**config.mk**
```make
export PLATFORM = sky130hd
export DESIGN_NAME = pid_step_with_integral_clamp_unit_flat
export DESIGN_NICKNAME = d
export VERILOG_FILES = /design/src/hdl/pidsc_pkg.sv /design/src/hdl/pidsc_meas_if.sv /design/src/hdl/pidsc_result_if.sv /design/src/hdl/pidsc_regs.sv /design/src/hdl/pidsc_front.sv /design/src/hdl/pidsc_queue.sv /design/src/hdl/pidsc_back.sv /design/src/hdl/pid_step_with_integral_clamp_unit.sv /design/src/flat_wrapper.sv
export SDC_FILE = /design/constraint.sdc
export NUM_CORES = 2
export LEC_CHECK = 0
export BUFFER_PORTS_ARGS = -buffer_cell sky130_fd_sc_hd__buf_2
export CORE_AREA = 4 4 362 364
export CTS_CLUSTER_DIAMETER = 50
export DETAILED_ROUTE_END_ITERATION = 16
export DIE_AREA = 0 0 366 368
export PLACE_DENSITY = 0.65
export REMOVE_ABC_BUFFERS = 1
export SLEW_MARGIN = 20
export SYNTH_ARGS = -nofsm -noshare
export SYNTH_HDL_FRONTEND = slang
export SYNTH_SLANG_ARGS = --single-unit
```
**constraint.sdc**
```tcl
create_clock -name clk -period 10.9 [get_ports clk]
set_clock_uncertainty 0.15 [all_clocks]
set_input_delay 0.545 -clock clk [delete_from_list [all_inputs] [get_ports clk]]
set_output_delay 0.545 -clock clk [all_outputs]
set_load 0.02 [all_outputs]
```
**src/hdl/pidsc_pkg.sv**
```systemverilog
// Shared types and constants for the PID step unit with integral clamp.
// No dependencies; used by the register, front, queue, back and top-level files.
package pidsc_pkg;

  localparam int unsigned QUEUE_DEPTH = 4;

  localparam int unsigned ADDR_W = 5;
  localparam int unsigned DATA_W = 32;

  localparam logic [2:0] REG_TARGET = 3'd0;
  localparam logic [2:0] REG_GAIN_P = 3'd1;
  localparam logic [2:0] REG_GAIN_I = 3'd2;
  localparam logic [2:0] REG_GAIN_D = 3'd3;
  localparam logic [2:0] REG_LIMIT  = 3'd4;

  localparam logic signed [15:0] TARGET_RESET = 16'sd240;
  localparam logic signed [15:0] GAIN_P_RESET = 16'sd1;
  localparam logic signed [15:0] GAIN_I_RESET = 16'sd0;
  localparam logic signed [15:0] GAIN_D_RESET = 16'sd0;
  localparam logic [15:0]        LIMIT_RESET  = 16'd1000;

  typedef struct packed {
    logic signed [15:0] target;
    logic signed [15:0] gain_p;
    logic signed [15:0] gain_i;
    logic signed [15:0] gain_d;
    logic [15:0]        integral_limit;
  } cfg_t;

  // One classified sample handed from front to back.
  typedef struct packed {
    logic signed [16:0] err;
    logic signed [17:0] integ;
    logic signed [18:0] diff;
  } work_t;

endpackage

```
**src/hdl/pidsc_meas_if.sv**
```systemverilog
// Measurement channel: valid/ready handshake carrying one measurement.
// Depends on nothing.
interface pidsc_meas_if;
  logic               valid;
  logic               ready;
  logic signed [15:0] measurement;

  modport source(output valid, measurement, input ready);
  modport sink(input valid, measurement, output ready);
endinterface

```
**src/hdl/pidsc_result_if.sv**
```systemverilog
// Result channel: valid/ready handshake carrying drive and error_now.
// Depends on nothing.
interface pidsc_result_if;
  logic               valid;
  logic               ready;
  logic signed [35:0] drive;
  logic signed [16:0] error_now;

  modport source(output valid, drive, error_now, input ready);
  modport sink(input valid, drive, error_now, output ready);
endinterface

```
**src/hdl/pidsc_regs.sv**
```systemverilog
// APB-style configuration register file for the PID unit.
// Depends on pidsc_pkg.
module pidsc_regs (
  input  logic                          clk,
  input  logic                          rst,
  input  logic                          psel,
  input  logic                          penable,
  input  logic                          pwrite,
  input  logic [pidsc_pkg::ADDR_W-1:0]  paddr,
  input  logic [pidsc_pkg::DATA_W-1:0]  pwdata,
  output logic [pidsc_pkg::DATA_W-1:0]  prdata,
  output logic                          pready,
  output pidsc_pkg::cfg_t               cfg
);

  logic [2:0] idx;
  logic       wr;

  assign idx    = paddr[4:2];
  assign pready = 1'b1;
  assign wr     = psel && penable && pwrite;

  always_ff @(posedge clk) begin
    if (rst) begin
      cfg.target         <= pidsc_pkg::TARGET_RESET;
      cfg.gain_p         <= pidsc_pkg::GAIN_P_RESET;
      cfg.gain_i         <= pidsc_pkg::GAIN_I_RESET;
      cfg.gain_d         <= pidsc_pkg::GAIN_D_RESET;
      cfg.integral_limit <= pidsc_pkg::LIMIT_RESET;
    end else if (wr) begin
      unique case (idx)
        pidsc_pkg::REG_TARGET: cfg.target         <= pwdata[15:0];
        pidsc_pkg::REG_GAIN_P: cfg.gain_p         <= pwdata[15:0];
        pidsc_pkg::REG_GAIN_I: cfg.gain_i         <= pwdata[15:0];
        pidsc_pkg::REG_GAIN_D: cfg.gain_d         <= pwdata[15:0];
        pidsc_pkg::REG_LIMIT:  cfg.integral_limit <= pwdata[15:0];
        default: ;
      endcase
    end
  end

  always_comb begin
    unique case (idx)
      pidsc_pkg::REG_TARGET: prdata = {{16{cfg.target[15]}}, cfg.target};
      pidsc_pkg::REG_GAIN_P: prdata = {{16{cfg.gain_p[15]}}, cfg.gain_p};
      pidsc_pkg::REG_GAIN_I: prdata = {{16{cfg.gain_i[15]}}, cfg.gain_i};
      pidsc_pkg::REG_GAIN_D: prdata = {{16{cfg.gain_d[15]}}, cfg.gain_d};
      pidsc_pkg::REG_LIMIT:  prdata = {16'd0, cfg.integral_limit};
      default:               prdata = '0;
    endcase
  end

endmodule

```
**src/hdl/pidsc_front.sv**
```systemverilog
// Front end: accepts measurements, forms error, clamped integral and difference.
// Holds integral and last error state. Depends on pidsc_pkg, pidsc_meas_if.
module pidsc_front (
  input  logic                 clk,
  input  logic                 rst,
  input  pidsc_pkg::cfg_t      cfg,
  pidsc_meas_if.sink           meas,
  input  logic                 q_full,
  output logic                 push,
  output pidsc_pkg::work_t     push_data
);

  logic signed [17:0] integral_sum;
  logic signed [16:0] last_error;
  logic signed [16:0] err;
  logic signed [18:0] acc_raw;
  logic signed [18:0] lim;
  logic signed [18:0] acc_clamp;

  assign meas.ready = !q_full;
  assign push       = meas.valid && !q_full;

  assign err     = 17'(cfg.target) - 17'(meas.measurement);
  assign acc_raw = 19'(integral_sum) + 19'(err);
  assign lim     = $signed({3'b000, cfg.integral_limit});

  always_comb begin
    priority if (acc_raw > lim) begin
      acc_clamp = lim;
    end else if (acc_raw < -lim) begin
      acc_clamp = -lim;
    end else begin
      acc_clamp = acc_raw;
    end
  end

  assign push_data.err   = err;
  assign push_data.integ = acc_clamp[17:0];
  assign push_data.diff  = 19'(err) - 19'(last_error);

  always_ff @(posedge clk) begin
    if (rst) begin
      integral_sum <= '0;
      last_error   <= '0;
    end else if (push) begin
      integral_sum <= acc_clamp[17:0];
      last_error   <= err;
    end
  end

endmodule

```
**src/hdl/pidsc_queue.sv**
```systemverilog
// Small FIFO of classified samples between front and back.
// Depends on pidsc_pkg.
module pidsc_queue #(
  parameter int unsigned DEPTH = pidsc_pkg::QUEUE_DEPTH
) (
  input  logic             clk,
  input  logic             rst,
  input  logic             push,
  input  pidsc_pkg::work_t push_data,
  input  logic             pop,
  output pidsc_pkg::work_t pop_data,
  output logic             full,
  output logic             empty
);

  localparam int unsigned PTR_W = (DEPTH > 1) ? $clog2(DEPTH) : 1;
  localparam int unsigned CNT_W = $clog2(DEPTH + 1);
  localparam logic [PTR_W-1:0] LAST = PTR_W'(DEPTH - 1);

  pidsc_pkg::work_t mem [DEPTH];
  logic [PTR_W-1:0] wr_ptr;
  logic [PTR_W-1:0] rd_ptr;
  logic [CNT_W-1:0] count;
  logic             do_push;
  logic             do_pop;

  assign full     = (count == CNT_W'(DEPTH));
  assign empty    = (count == '0);
  assign do_push  = push && !full;
  assign do_pop   = pop && !empty;
  assign pop_data = mem[rd_ptr];

  always_ff @(posedge clk) begin
    if (do_push) begin
      mem[wr_ptr] <= push_data;
    end
  end

  always_ff @(posedge clk) begin
    if (rst) begin
      wr_ptr <= '0;
      rd_ptr <= '0;
      count  <= '0;
    end else begin
      if (do_push) begin
        wr_ptr <= (wr_ptr == LAST) ? '0 : wr_ptr + 1'b1;
      end
      if (do_pop) begin
        rd_ptr <= (rd_ptr == LAST) ? '0 : rd_ptr + 1'b1;
      end
      unique case ({do_push, do_pop})
        2'b10:   count <= count + 1'b1;
        2'b01:   count <= count - 1'b1;
        default: count <= count;
      endcase
    end
  end

endmodule

```
**src/hdl/pidsc_back.sv**
```systemverilog
// Back end: multiplies the P, I and D terms, then sums them into the output register.
// Depends on pidsc_pkg, pidsc_result_if.
module pidsc_back (
  input  logic             clk,
  input  logic             rst,
  input  pidsc_pkg::cfg_t  cfg,
  input  logic             q_empty,
  input  pidsc_pkg::work_t q_data,
  output logic             pop,
  pidsc_result_if.source   res
);

  logic               s1_valid;
  logic signed [32:0] p_term;
  logic signed [33:0] i_term;
  logic signed [34:0] d_term;
  logic signed [16:0] s1_err;
  logic               out_valid;
  logic signed [35:0] drive;
  logic signed [16:0] error_now;
  logic               adv_out;
  logic               adv_s1;

  assign adv_out = !out_valid || res.ready;
  assign adv_s1  = !s1_valid || adv_out;
  assign pop     = adv_s1 && !q_empty;

  always_ff @(posedge clk) begin
    if (rst) begin
      s1_valid  <= 1'b0;
      out_valid <= 1'b0;
    end else begin
      if (adv_s1) begin
        s1_valid <= !q_empty;
      end
      if (adv_out) begin
        out_valid <= s1_valid;
      end
    end
  end

  always_ff @(posedge clk) begin
    if (pop) begin
      p_term <= 33'(cfg.gain_p) * 33'(q_data.err);
      i_term <= 34'(cfg.gain_i) * 34'(q_data.integ);
      d_term <= 35'(cfg.gain_d) * 35'(q_data.diff);
      s1_err <= q_data.err;
    end
    if (adv_out && s1_valid) begin
      drive     <= 36'(p_term) + 36'(i_term) + 36'(d_term);
      error_now <= s1_err;
    end
  end

  assign res.valid     = out_valid;
  assign res.drive     = drive;
  assign res.error_now = error_now;

endmodule

```
**src/hdl/pid_step_with_integral_clamp_unit.sv**
```systemverilog
// PID step with integral clamp: one drive value per measurement transaction.
// Throughput: one transaction per cycle, while the queue is not full.
// Result path: the sample is registered in the queue, then the multiply stage, then the sum stage.
// Queue of QUEUE_DEPTH entries decouples front and back; back stalls only on res.ready.
// Synchronous active-high reset: integral and last error cleared, registers to defaults.
module pid_step_with_integral_clamp_unit #(
  parameter int unsigned QUEUE_DEPTH = pidsc_pkg::QUEUE_DEPTH
) (
  input  logic                         clk,
  input  logic                         rst,
  pidsc_meas_if.sink                   meas,
  pidsc_result_if.source               res,
  input  logic                         psel,
  input  logic                         penable,
  input  logic                         pwrite,
  input  logic [pidsc_pkg::ADDR_W-1:0] paddr,
  input  logic [pidsc_pkg::DATA_W-1:0] pwdata,
  output logic [pidsc_pkg::DATA_W-1:0] prdata,
  output logic                         pready
);

  pidsc_pkg::cfg_t  cfg;
  pidsc_pkg::work_t push_data;
  pidsc_pkg::work_t pop_data;
  logic             push;
  logic             pop;
  logic             q_full;
  logic             q_empty;

  pidsc_regs u_regs (
    .clk     (clk),
    .rst     (rst),
    .psel    (psel),
    .penable (penable),
    .pwrite  (pwrite),
    .paddr   (paddr),
    .pwdata  (pwdata),
    .prdata  (prdata),
    .pready  (pready),
    .cfg     (cfg)
  );

  pidsc_front u_front (
    .clk       (clk),
    .rst       (rst),
    .cfg       (cfg),
    .meas      (meas),
    .q_full    (q_full),
    .push      (push),
    .push_data (push_data)
  );

  pidsc_queue #(
    .DEPTH (QUEUE_DEPTH)
  ) u_queue (
    .clk       (clk),
    .rst       (rst),
    .push      (push),
    .push_data (push_data),
    .pop       (pop),
    .pop_data  (pop_data),
    .full      (q_full),
    .empty     (q_empty)
  );

  pidsc_back u_back (
    .clk     (clk),
    .rst     (rst),
    .cfg     (cfg),
    .q_empty (q_empty),
    .q_data  (pop_data),
    .pop     (pop),
    .res     (res)
  );

endmodule
```
**src/flat_wrapper.sv**
```systemverilog
// flat-port wrapper written by rule: the top's interface ports become plain ports
module pid_step_with_integral_clamp_unit_flat 
#(
  parameter int unsigned QUEUE_DEPTH = pidsc_pkg::QUEUE_DEPTH
)
  (clk, rst, psel, penable, pwrite, paddr, pwdata, prdata, pready, meas_valid, meas_measurement, meas_ready, res_valid, res_drive, res_error_now, res_ready);
  pidsc_meas_if meas_i ();
  pidsc_result_if res_i ();
  input  logic clk;
  input  logic rst;
  input  logic psel;
  input  logic penable;
  input  logic pwrite;
  input  logic [pidsc_pkg::ADDR_W-1:0] paddr;
  input  logic [pidsc_pkg::DATA_W-1:0] pwdata;
  output logic [pidsc_pkg::DATA_W-1:0] prdata;
  output logic pready;
  input wire logic [$bits(meas_i.valid)-1:0] meas_valid;
  input wire logic [$bits(meas_i.measurement)-1:0] meas_measurement;
  output wire logic [$bits(meas_i.ready)-1:0] meas_ready;
  output wire logic [$bits(res_i.valid)-1:0] res_valid;
  output wire logic [$bits(res_i.drive)-1:0] res_drive;
  output wire logic [$bits(res_i.error_now)-1:0] res_error_now;
  input wire logic [$bits(res_i.ready)-1:0] res_ready;
  assign meas_i.valid = meas_valid;
  assign meas_i.measurement = meas_measurement;
  assign meas_ready = meas_i.ready;
  assign res_valid = res_i.valid;
  assign res_drive = res_i.drive;
  assign res_error_now = res_i.error_now;
  assign res_i.ready = res_ready;
  pid_step_with_integral_clamp_unit #(.QUEUE_DEPTH(QUEUE_DEPTH)) u_core (.clk(clk), .rst(rst), .meas(meas_i), .res(res_i), .psel(psel), .penable(penable), .pwrite(pwrite), .paddr(paddr), .pwdata(pwdata), .prdata(prdata), .pready(pready));
endmodule
```
==> flow_metrics.py <==
metrics = {
    "global_routing": {
        "overflow": 0,
        "antenna_found_initial": 5,
        "grt_pass1_wl_um": 228000,
        "grtUsageTotal": 0.215,
        "grt_pass1_vias": 40300,
        "grt_max_degree": 76,
    },
    "sta": {
        "period_share": 0.782,
        "period_needed_ns": 8.52,
        "worst_slack_ns": 2.38,
        "clock.fmax_mhz": 117,
        "worst_slew_pin_slew_ns": 1.18,
        "rsz0062_at_grt": "false",
        "setup_viol_count_final": 0,
        "hold_viol": 0,
        "slew_violations": 0,
        "timing.setup.tns_ns": 0,
        "relSlewSlack": 0.210,
    },
    "synth": {
        "synth_fa_ha_area_frac": 0.408,
        "synth-seq-cells": 510,
        "synthDistinctLibCells": 74,
        "ys_seq_area_frac": 0.251,
        "syn_area_per_cell_um2": 10.3,
        "synth_compound_area_frac": 0.0715,
        "synthMuxAreaShare": 0.0271,
        "syn_inst": 5459,
        "synth_top_family_by_area": "adder cells",
        "synth_area_um2": 56000,
        "yosys_warnings": 0,
        "synth_top_area_frac": 0.322,
        "synth.largest_area_cell": "fa_1",
        "synth_area_leaders": "fa_1 32%, edfxtp_1 21%, ha_1 8.6%, inv_1 7.1%, and2_1 4.6%",
        "yosys.area_share.xor_xnor": 0.0297,
        "synth-edff-count": 384,
        "synth_flop_cell": "edfxtp_1",
        "async_flop_share": 0,
        "synthSimpleGateAreaFrac": 0.125,
    },
    "detailed_routing": {
        "avgRoutedWirePerCell_um": 19.8,
        "drt_iter0_drc": 2419,
        "postRouteAntennaNets": 0,
        "viasPerCell": 5.27,
        "drc": 0,
        "routed_wl_um": 142000,
        "dr.pass1.iters": 6,
        "vias": 37800,
    },
    "clock_network": {
        "cts.reportedPaths.clkPinSlew_ns": 0.06,
        "htree_levels": 3,
        "postCtsSetupRepairBufs": 0,
        "cts_inserted_buffers": 68,
        "clk_path_buf_depth": 3,
        "clock_sink_count": 510,
        "cts_root_buf": "clkbuf_16",
        "postCtsResizedCells": 0,
        "clk_latency_ns": 0.65,
        "cts_hold_buf": 0,
        "cts_tree": "yes",
    },
    "hold_path": {
        "hp-class": "primary input to register",
    },
    "finish": {
        "area_growth_pct": 7.83,
        "drive_gt1_frac": 0.0675,
        "stdcell_count": 7175,
        "fin_util": 0.474,
        "layout.nets": 6803,
        "mostFrequentLayoutCell": "inv_1",
        "final_cell_mix": "1055 x inv_1, 901 x fa_1, 656 x nand2_1, 413 x and2_1, 384 x edfxtp_1",
    },
    "placed_design": {
        "hpwl_um": 111000,
        "pre_cts_ws_ns": 2.31,
        "routabilityCongestion": 0.916,
        "io_buffers": 128,
        "numPlacedInstances": 7051,
    },
    "floorplan": {
        "die_width_um": 366,
        "dieArea_um2": 135000,
        "rows": 131,
        "die_h_um": 368,
        "ioPinCount": 148,
        "start_util": 0.440,
        "core_um2": 127000,
    },
    "worst_setup_path": {
        "cp_slowest_cell": "dfxtp_4",
        "cp-end-kind": "register",
        "crit_path_max_incr_delay_ns": 0.89,
        "critPathLaunchType": "register",
        "crit_top_cell": "fa_1",
        "cp_top_family": "adder cells",
        "cp.required_ns": 11.07,
        "critical_path_class": "register to register",
        "crit_path_max_fanout": 38,
        "path_cells": "mux4_2, and2_1, fa_1, inv_1, fa_1, fa_1, inv_1, fa_1, fa_1, inv_1, fa_1, inv_1, ha_1, o21ai_0, o21ai_0, a211oi_1, o22ai_1, nand2_1, a31o_2, a21oi_1, a21oi_1, o21ai_0, xor2_1",
        "path_buf_inv": 4,
        "cp.arrival_ns": 8.69,
    },
    "outcome": {
        "outcome": "complete, no violations",
    },
    "power_and_ir_drop": {
        "clkPwrFrac": 0.193,
        "comb_power_share": 0.520,
        "p_total_mw": 11.6,
        "power_switching_mw": 5.19,
        "p_int_mw": 6.43,
        "pwr-share-seq": 0.288,
        "ir_worst_vdd_v": 0.000287,
        "p_sw_frac": 0.446,
        "power-per-cell-area_nw_per_um2": 192,
        "power.leakage_nw": 28.1,
    },
    "flow_run": {
        "drv_cap": 0,
    },
}
## state kept, by name (all words and copies together) (netlist names), 2 cells and up, named ones only
register and cells:
u_core.u_back.s1_err 17, u_core.u_queue.rd_ptr 2, u_core.u_back.res.drive 36, u_core.u_back.i_term 34
u_core.u_regs.cfg 80, u_core.u_queue.mem 212, u_core.u_back.p_term 33, u_core.u_queue.wr_ptr 2
u_core.u_front.integral_sum 18, u_core.u_back.d_term 35, u_core.u_front.last_error 17, u_core.u_queue.count 3
u_core.u_back.res.error_now 17
## layout make-up
cell class	instances	area, um2
Clock buffer	83	1810
Tap cell	1662	2080
Clock inverter	40	473
Sequential cell	510	14100
Inverter	1056	3960
Antenna cell	1	2.50
Fill cell	11700	67000
Timing Repair Buffer	160	883
Multi-Input combinational cell	3663	37100
## per-stage QoR
stage | hold slack (ns) | cell area (um2)
after global routing | 0.0515 | 60400
after CTS | 0.0210 | 60400
after global placement | 0.252 | 58100
after detailed placement | 0.256 | 58100
after floorplan | 0.250 | 55100
final | 0.0632 | 60400
## metal layers
layer / vias up / GRT usage / routed length (um)
li1: 17200 / - / -
met3: 219 / 0.0279 / 8030
met5: - / 0 / 0
met2: 1140 / 0.359 / 66900
met1: 19300 / 0.293 / 61700
met4: 0 / 0.0730 / 5170
## power by group through the flow
stage / Combinational, mW / Clock, mW / Sequential, mW
2_1_floorplan: 3.96 / 0 / 3.49
3_3_place_gp: 5.98 / 0 / 3.38
3_5_place_dp: 6.08 / 0 / 3.40
6_report: 6.04 / 2.24 / 3.34
4_1_cts: 6.12 / 2.29 / 3.36
5_1_grt: 6.74 / 2.37 / 3.40
## cell usage after synthesis, drive strengths merged, types with 6 or more instances
| cell type | count |
|---|---|
| buf | 35 |
| nand3b | 9 |
| a31o | 6 |
| nor2 | 198 |
| a21oi | 233 |
| o211ai | 11 |
| mux4 | 54 |
| nand4 | 15 |
| o22ai | 19 |
| o21a | 33 |
| o21ai | 100 |
| nand2b | 22 |
| a311oi | 7 |
| fa | 901 |
| o31ai | 6 |
| a31oi | 10 |
| inv | 1055 |
| clkbuf | 195 |
| nor3 | 49 |
| or3 | 9 |
| ha | 383 |
| edfxtp | 384 |
| mux2i | 11 |
| a211oi | 20 |
| dfxtp | 126 |
| a21o | 74 |
| xnor2 | 147 |
| a21boi | 9 |
| nand3 | 31 |
| nor4 | 7 |
| and3 | 20 |
| a211o | 10 |
| and2 | 413 |
| or2 | 8 |
| o21bai | 20 |
| nor2b | 28 |
| a22oi | 30 |
| xor2 | 43 |
| nand2 | 656 |
| mux2 | 17 |
## tightest hold or removal path, stage by stage
cell,delay (ns)
buf_2,0.15
nand2_1,0.07
a21oi_1,0.05
## final timing paths
| check | depth (start not counted) | to | start | slack (ns) |
|---|---|---|---|---|
| min | 3 | u_core.u_regs.cfg[27] | pwdata[11] | 0.06 |
| max reg2reg | 23 | u_core.u_back.p_term[31] | register | 2.38 |
| min reg2reg | 0 | u_core.u_back.res.error_now[8] | u_core.u_back.s1_err[8] | 0.27 |
| max | 23 | u_core.u_back.p_term[31] | register | 2.38 |
## cell families (layout without fill, tap and decap cells)
kind of cell | after synthesis | count (layout)
buffers and inverters | 1286 | 1339
other | 1 | 2
AOI/OAI and AO/OA | 631 | 631
DFF | 510 | 510
xor gates and xnor gates | 190 | 190
and+or+nand+nor | 1475 | 1475
muxes | 82 | 82
adders and majority gates | 1284 | 1284
Power figures use the tool's default switching activity.
